## src/sv/hbfa_pkg.sv

```systemverilog
// shared constants, types and helpers of the harmonic bond force accumulator
// no dependencies
package hbfa_pkg;

  localparam int PARTICLES_DEF = 1024;
  localparam int IDXW = 10;
  localparam int POSW = 32;
  localparam int CFGW = 32;
  localparam int DW = POSW + 1;
  localparam int FORCEW = 48;
  localparam int ENW = 48;
  localparam int MAGW = 49;
  localparam int PRODW = 82;
  localparam int SUMW = 66;
  localparam int ROOTW = 33;
  localparam int MULW = 33;
  localparam int SQW = 33;
  localparam int DIVW = 82;
  localparam int CNTW = 7;
  localparam int WORDW = 3 * FORCEW;
  localparam int IDXXW = 17;

  typedef enum logic [1:0] {
    CMD_BOND   = 2'd0,
    CMD_FORCE  = 2'd1,
    CMD_ENERGY = 2'd2,
    CMD_NONE   = 2'd3
  } cmd_e;

  typedef enum logic [3:0] {
    CS_IDLE, CS_SQ, CS_ROOT, CS_RSUB, CS_KR, CS_EN, CS_FM, CS_FD, CS_DONE
  } core_state_e;

  typedef enum logic [2:0] {
    TS_CLEAR, TS_IDLE, TS_BOND, TS_RD1, TS_WR1, TS_RD2, TS_WR2, TS_FRD
  } top_state_e;

  typedef logic [MAGW-1:0] fmag_t;

  typedef struct packed {
    fmag_t [2:0]    mag;
    logic  [2:0]    neg;
    logic [ENW-1:0] energy;
  } bond_res_t;

  function automatic logic [FORCEW-1:0] sat_acc(logic [FORCEW-1:0] old, fmag_t m, logic sub);
    logic [FORCEW+2:0] a;
    logic [FORCEW+2:0] b;
    logic [FORCEW+2:0] s;
    a = {{3{old[FORCEW-1]}}, old};
    b = {2'b00, m};
    s = sub ? a - b : a + b;
    if (s[FORCEW+2:FORCEW-1] == {4{s[FORCEW-1]}}) begin
      sat_acc = s[FORCEW-1:0];
    end else if (s[FORCEW+2]) begin
      sat_acc = {1'b1, {(FORCEW-1){1'b0}}};
    end else begin
      sat_acc = {1'b0, {(FORCEW-1){1'b1}}};
    end
  endfunction

endpackage

```

## src/sv/hbfa_core.sv

```systemverilog
// bond arithmetic: shift-add multiplier, bitwise square root and restoring divider
// sequenced by one controller; depends on hbfa_pkg
module hbfa_core import hbfa_pkg::*; (
  input  logic            clk_i,
  input  logic            rst_ni,
  input  logic            start_i,
  input  logic [POSW-1:0] first_x_i,
  input  logic [POSW-1:0] first_y_i,
  input  logic [POSW-1:0] first_z_i,
  input  logic [POSW-1:0] second_x_i,
  input  logic [POSW-1:0] second_y_i,
  input  logic [POSW-1:0] second_z_i,
  input  logic [CFGW-1:0] spring_constant_i,
  input  logic [CFGW-1:0] rest_length_i,
  output logic            done_o,
  output bond_res_t       res_o
);

  core_state_e state_q, state_d;

  logic [DW-1:0]    dmag_q [3];
  logic [2:0]       dneg_q;
  logic [1:0]       c_q;
  logic [CNTW-1:0]  cnt_q;
  logic [PRODW-1:0] mc_q;
  logic [MULW-1:0]  mr_q;
  logic [PRODW-1:0] prod_q;
  logic [SUMW-1:0]  sum_q;
  logic [ROOTW+1:0] rem_q;
  logic [ROOTW-1:0] root_q;
  logic             rneg_q;
  logic [ROOTW-1:0] rmag_q;
  fmag_t            p_q;
  logic [ROOTW-1:0] drem_q;
  fmag_t            quo_q;
  bond_res_t        res_q;

  logic [DW-1:0]    din [3];
  logic [DW-1:0]    dinmag [3];
  logic [PRODW-1:0] mul_acc;
  logic             last_mul, last_root, last_div;
  logic [ROOTW+3:0] rt, rtrial;
  logic             rge;
  logic [ROOTW+1:0] rem_d;
  logic [ROOTW-1:0] root_d;
  logic [ROOTW:0]   dt;
  logic             dge;
  logic [ROOTW-1:0] drem_d;
  fmag_t            quo_d;
  logic [ROOTW:0]   r_s;
  logic [ROOTW-1:0] r_mag;
  logic [1:0]       c_nx;

  assign din[0] = {first_x_i[POSW-1], first_x_i} - {second_x_i[POSW-1], second_x_i};
  assign din[1] = {first_y_i[POSW-1], first_y_i} - {second_y_i[POSW-1], second_y_i};
  assign din[2] = {first_z_i[POSW-1], first_z_i} - {second_z_i[POSW-1], second_z_i};

  always_comb begin
    for (int i = 0; i < 3; i++) begin
      dinmag[i] = din[i][DW-1] ? DW'(-din[i]) : din[i];
    end
  end

  assign c_nx      = c_q + 2'd1;
  assign mul_acc   = prod_q + (mr_q[0] ? mc_q : '0);
  assign last_mul  = cnt_q == CNTW'(MULW - 1);
  assign last_root = cnt_q == CNTW'(SQW - 1);
  assign last_div  = cnt_q == CNTW'(DIVW - 1);

  assign rt     = {rem_q, sum_q[SUMW-1:SUMW-2]};
  assign rtrial = {2'b00, root_q, 2'b01};
  assign rge    = rt >= rtrial;
  assign rem_d  = rge ? (ROOTW+2)'(rt - rtrial) : rt[ROOTW+1:0];
  assign root_d = {root_q[ROOTW-2:0], rge};

  assign dt     = {drem_q, prod_q[PRODW-1]};
  assign dge    = dt >= {1'b0, root_q};
  assign drem_d = dge ? ROOTW'(dt - {1'b0, root_q}) : dt[ROOTW-1:0];
  assign quo_d  = {quo_q[MAGW-2:0], dge};

  assign r_s   = {1'b0, root_q} - {2'b00, rest_length_i};
  assign r_mag = r_s[ROOTW] ? ROOTW'(-r_s) : r_s[ROOTW-1:0];

  // next state
  always_comb begin
    state_d = state_q;
    unique case (state_q)
      CS_IDLE: if (start_i) state_d = CS_SQ;
      CS_SQ:   if (last_mul && c_q == 2'd2) state_d = CS_ROOT;
      CS_ROOT: if (last_root) state_d = CS_RSUB;
      CS_RSUB: state_d = CS_KR;
      CS_KR:   if (last_mul) state_d = CS_EN;
      CS_EN: begin
        if (last_mul) state_d = (root_q == '0) ? CS_DONE : CS_FM;
      end
      CS_FM:   if (last_mul) state_d = CS_FD;
      CS_FD: begin
        if (last_div) state_d = (c_q == 2'd2) ? CS_DONE : CS_FM;
      end
      CS_DONE: state_d = CS_IDLE;
      default: state_d = CS_IDLE;
    endcase
  end

  // outputs
  always_comb begin
    done_o = state_q == CS_DONE;
    res_o  = res_q;
  end

  always_ff @(posedge clk_i or negedge rst_ni) begin
    if (!rst_ni) begin
      state_q <= CS_IDLE;
    end else begin
      state_q <= state_d;
    end
  end

  always_ff @(posedge clk_i) begin
    unique case (state_q)
      CS_IDLE: begin
        if (start_i) begin
          for (int i = 0; i < 3; i++) begin
            dmag_q[i] <= dinmag[i];
            dneg_q[i] <= din[i][DW-1];
          end
          c_q        <= '0;
          cnt_q      <= '0;
          sum_q      <= '0;
          mc_q       <= PRODW'(dinmag[0]);
          mr_q       <= dinmag[0];
          prod_q     <= '0;
          res_q.mag  <= '0;
          res_q.neg  <= '0;
        end
      end
      CS_SQ: begin
        prod_q <= mul_acc;
        mc_q   <= {mc_q[PRODW-2:0], 1'b0};
        mr_q   <= {1'b0, mr_q[MULW-1:1]};
        cnt_q  <= cnt_q + 1'b1;
        if (last_mul) begin
          sum_q <= sum_q + mul_acc[SUMW-1:0];
          cnt_q <= '0;
          if (c_q == 2'd2) begin
            rem_q  <= '0;
            root_q <= '0;
          end else begin
            c_q    <= c_nx;
            mc_q   <= PRODW'(dmag_q[c_nx]);
            mr_q   <= dmag_q[c_nx];
            prod_q <= '0;
          end
        end
      end
      CS_ROOT: begin
        rem_q  <= rem_d;
        root_q <= root_d;
        sum_q  <= {sum_q[SUMW-3:0], 2'b00};
        cnt_q  <= last_root ? '0 : cnt_q + 1'b1;
      end
      CS_RSUB: begin
        rneg_q <= r_s[ROOTW];
        rmag_q <= r_mag;
        mc_q   <= PRODW'(spring_constant_i);
        mr_q   <= r_mag;
        prod_q <= '0;
        cnt_q  <= '0;
      end
      CS_KR: begin
        prod_q <= mul_acc;
        mc_q   <= {mc_q[PRODW-2:0], 1'b0};
        mr_q   <= {1'b0, mr_q[MULW-1:1]};
        cnt_q  <= cnt_q + 1'b1;
        if (last_mul) begin
          p_q    <= mul_acc[MAGW+15:16];
          mc_q   <= PRODW'(mul_acc[MAGW+15:16]);
          mr_q   <= rmag_q;
          prod_q <= '0;
          cnt_q  <= '0;
        end
      end
      CS_EN: begin
        prod_q <= mul_acc;
        mc_q   <= {mc_q[PRODW-2:0], 1'b0};
        mr_q   <= {1'b0, mr_q[MULW-1:1]};
        cnt_q  <= cnt_q + 1'b1;
        if (last_mul) begin
          res_q.energy <= (mul_acc[PRODW-1:ENW+17] != '0) ? '1 : mul_acc[ENW+16:17];
          c_q    <= '0;
          mc_q   <= PRODW'(p_q);
          mr_q   <= dmag_q[0];
          prod_q <= '0;
          cnt_q  <= '0;
        end
      end
      CS_FM: begin
        prod_q <= mul_acc;
        mc_q   <= {mc_q[PRODW-2:0], 1'b0};
        mr_q   <= {1'b0, mr_q[MULW-1:1]};
        cnt_q  <= cnt_q + 1'b1;
        if (last_mul) begin
          drem_q <= '0;
          quo_q  <= '0;
          cnt_q  <= '0;
        end
      end
      CS_FD: begin
        prod_q <= {prod_q[PRODW-2:0], 1'b0};
        drem_q <= drem_d;
        quo_q  <= quo_d;
        cnt_q  <= cnt_q + 1'b1;
        if (last_div) begin
          res_q.mag[c_q] <= quo_d;
          res_q.neg[c_q] <= rneg_q == dneg_q[c_q];
          cnt_q <= '0;
          if (c_q != 2'd2) begin
            c_q    <= c_nx;
            mc_q   <= PRODW'(p_q);
            mr_q   <= dmag_q[c_nx];
            prod_q <= '0;
          end
        end
      end
      CS_DONE: ;
      default: ;
    endcase
  end

endmodule

```

## config.mk

```make
export PLATFORM = sky130hd
export DESIGN_NAME = hbfa_core
export DESIGN_NICKNAME = d
export VERILOG_FILES = /design/src/sv/hbfa_pkg.sv /design/src/sv/hbfa_core.sv
export SDC_FILE = /design/constraint.sdc
export NUM_CORES = 2
export LEC_CHECK = 0
export BUFFER_PORTS_ARGS = -buffer_cell sky130_fd_sc_hd__buf_2
export CORE_AREA = 3 3 424 468
export CTS_BUF_LIST = sky130_fd_sc_hd__clkbuf_16
export CTS_CLUSTER_DIAMETER = 200
export CTS_CLUSTER_SIZE = 30
export DETAILED_ROUTE_END_ITERATION = 10
export DIE_AREA = 0 0 427 471
export PLACE_DENSITY = 0.55
export SYNTH_ARGS = -nofsm -noshare
export SYNTH_HDL_FRONTEND = slang
export SYNTH_SLANG_ARGS = --single-unit
```

## constraint.sdc

```tcl
create_clock -name clk_i -period 18.8 [get_ports clk_i]
set_clock_uncertainty 0.1 [all_clocks]
set_input_delay 2.82 -clock clk_i [delete_from_list [all_inputs] [get_ports clk_i]]
set_output_delay 2.82 -clock clk_i [all_outputs]
set_load 0.05 [all_outputs]
```

==> qor.csv <==
metric,value,unit
Post-Syn Area,58000,sq um
DP Area,63100,sq um
clock buffer depth,3,
"Req. time, crit path",19.11,ns
final net count,6922,
Startpoint Class,flop,
TritonRoute pass-1 iters,8,
Syn Nets,6661,
Final Hold Vio Count,0,
Slew HR,8.39,%
RSZ-0062 raised after global routing,no,
"Distinct cells, synth",108,
vias post-DR,49159,
post-CTS sizing,0,
Area Growth Syn to Fin,10.4,%
HP Class,reg -> reg,
Final setup viols,0,
max frequency,0.125,GHz
critical path type,reg -> reg,
worst-margin pin slew,1.36,ns
setup_tns,0,ns
Place WS,10.96,ns
run status,"complete, no violations",
Top delay family on crit path,compound AO/OA/AOI/OAI gates,
"commonest non-fill, non-tap cell in the layout",edfxtp_1,
I/O Buffers,457,
Final Max Slew Viols,0,
CP Max Fanout,82,
fraction of registers with async set/reset,0.495,%
CTS root buffer,clkbuf_16,
clk slew on worst S/H paths,0.13,ns
area share of xor/xnor cells in the synthesized design,5.95,%
Worst path max stage delay,0.73,ns
GPL Wtd Cong,0.950,
adder-cell share of the synthesized area,7.84,%
Power Dens Cells,53.5,nW/um^2
synthesized area per cell,9.60,sq um
GRT overflow,0,
Top Ports,458,
fillers,20122,
die area,201000,sq um
# H-tree levels,1,
crit path capture type,flop,
clock sink count,808,
post-detailed-routing wire length,207,mm
post-synthesis simple-gate area fraction,15.9,%
core area,194000,sq um
setup ws final,10.79,ns
vias per cell,5.52,
drt drc,0,
Compound-Gate Fraction of Synth Area,20.3,%
HPWL after detailed placement,160,mm
"commonest non-fill, non-tap cells in the layout","804 x edfxtp_1, 531 x nor2_1, 490 x nand2_1, 457 x buf_2, 415 x a21oi_1",
Hold Buf Count CTS,0,
vias in the first global route,47290,
Starting Density,29.8,%
ys flop type,edfxtp_1,
Tcrit/Tclk final,42.6,%
first-pass GRT wire length,307,mm
Lkg Pwr,25.0,nW
slowest library cell on the worst path,xor2_1,
final worst path period need,8.01,ns
Min Hold Slack,0.407,ns
All-Layer GR Usage,19.8,%
cell repeated most along the worst path,a21oi_1,
initial antenna violation count,16,
CTS buffer count,31,
part of the Yosys area used for sequential elements,41.8,%
maximum number of pins on one net before global-route repair,151,
maxcap violations,0,
YS warnings,0,
FP Rows,170,
TritonCTS clock tree,built,
DRT antenna net count,0,
Post-CTS Setup Bufs,0,
fraction of layout cells with a size suffix above 1,10.9,%
Skew-Pair Late Insertion Delay,0.73,ns
CP arrival,8.32,ns
Die Width,427,um
Iter 0 DRT Violations,4600,
mux contribution to synthesized area,4.20,%
Die Y,471,um
"Buf+Inv Stages, Crit Path",2,
largest family of logic cells by synthesized area,compound AO/OA/AOI/OAI gates,
"flops & latches, synth",808,
"Non-Filler Cell Area, Final",64000,sq um
final core utilization,32.9,%
Post-synth EDFFs,804,
Max IR drop VDD,67.2,uV
cells after synthesis,6043,
WL/cell,23.3,um
-- sequential cells by signal, summed over array words and instances, names as in the netlist, 35 cells and up --
| name | flops |
|---|---|
| mc_q | 82 |
| res_o | 198 |
| quo_q | 48 |
| rem_q | 35 |
| sum_q | 66 |
| prod_q | 82 |
| p_q | 49 |
| dmag_q | 99 |
-- synthesized netlist by cell type, types with 71 or more instances --
cell type | number | area share, %
inv_1 | 310 | 2.0
xor2_1 | 152 | 2.3
ha_1 | 352 | 7.6
mux2i_1 | 240 | 4.1
nand2_1 | 491 | 3.2
xnor2_1 | 238 | 3.6
nor3_1 | 93 | 0.80
nor2_1 | 535 | 3.5
nand4_1 | 108 | 1.2
a21oi_1 | 417 | 3.6
a221o_1 | 71 | 1.2
and2_1 | 197 | 2.1
clkbuf_1 | 261 | 1.7
a21o_1 | 175 | 2.3
nand3_1 | 117 | 1.0
o21ai_0 | 381 | 3.3
edfxtp_1 | 804 | 42
a22o_1 | 92 | 1.4
-- worst min-delay path, stage by stage (launching register included) --
cell	delay, ns
edfxtp_1	0.35
a22oi_1	0.06
o21ai_0	0.06
-- path summary, 6_finish.rpt --
| kind | cells past startpoint | to | from | slack [ns] |
|---|---|---|---|---|
| worst max-delay path | 26 | sum_q[64] | mr_q[0] | 10.79 |
| worst min-delay path | 2 | mc_q[39] | p_q[39] | 0.41 |
| worst max register to register | 26 | sum_q[64] | mr_q[0] | 10.79 |
| worst min register to register | 2 | mc_q[39] | p_q[39] | 0.41 |
| max in group asynchronous | 1 | state_q[2] | rst_ni | 16.70 |
| min in group asynchronous | 1 | state_q[0] | rst_ni | 1.78 |
-- area by class of cell --
type	instances	area, sq um	share of cell area [%]
tap	2580	3230	5.04
antenna	6	15.0	0.0235
clock buffer	31	776	1.21
clock inverter	18	103	0.160
timing repair buffer	530	2850	4.45
sequential	808	24200	37.9
inverter	314	1180	1.85
multi-input combinational	4619	31600	49.4
-- cell families (layout without fill, tap and decap cells) --
logic type               count (synthesis)  after routing
AND/OR/NAND/NOR                       1880           1880
flip-flops                             808            808
adder cells (fa/ha/maj)                359            359
XOR/XNOR                               392            392
multiplexers                           243            243
AO/OA/AOI/OAI                         1745           1745
buffers and inverters                  616            893
other                                    0              6
-- routing by layer --
metal  vias up  global-route usage (%)  routed length (um)
li1      23036                       -                   -
met1     24303                    26.5               89300
met2      1568                    33.2               98800
met3       238                    2.44               12300
met4        14                    5.82                6820
met5         -                       0                 101
-- stage by stage --
stage          power [mW]  instances
2_1_floorplan        2.36       6043
3_3_place_gp         2.55       8851
3_5_place_dp         2.56       8851
4_1_cts              3.46       8900
5_1_grt              3.56       8902
6_report             3.43       8906
-- where the power goes --
part           internal [mW]  leakage (nW)  switching [mW]  total (mW)
Sequential              1.97          7.16               0        1.97
Combinational          0.190          17.4           0.361       0.551
Clock                  0.306         0.471           0.597       0.904
Total                   2.47          25.0           0.959        3.43
No activity file was read; power rests on OpenSTA's default activity.
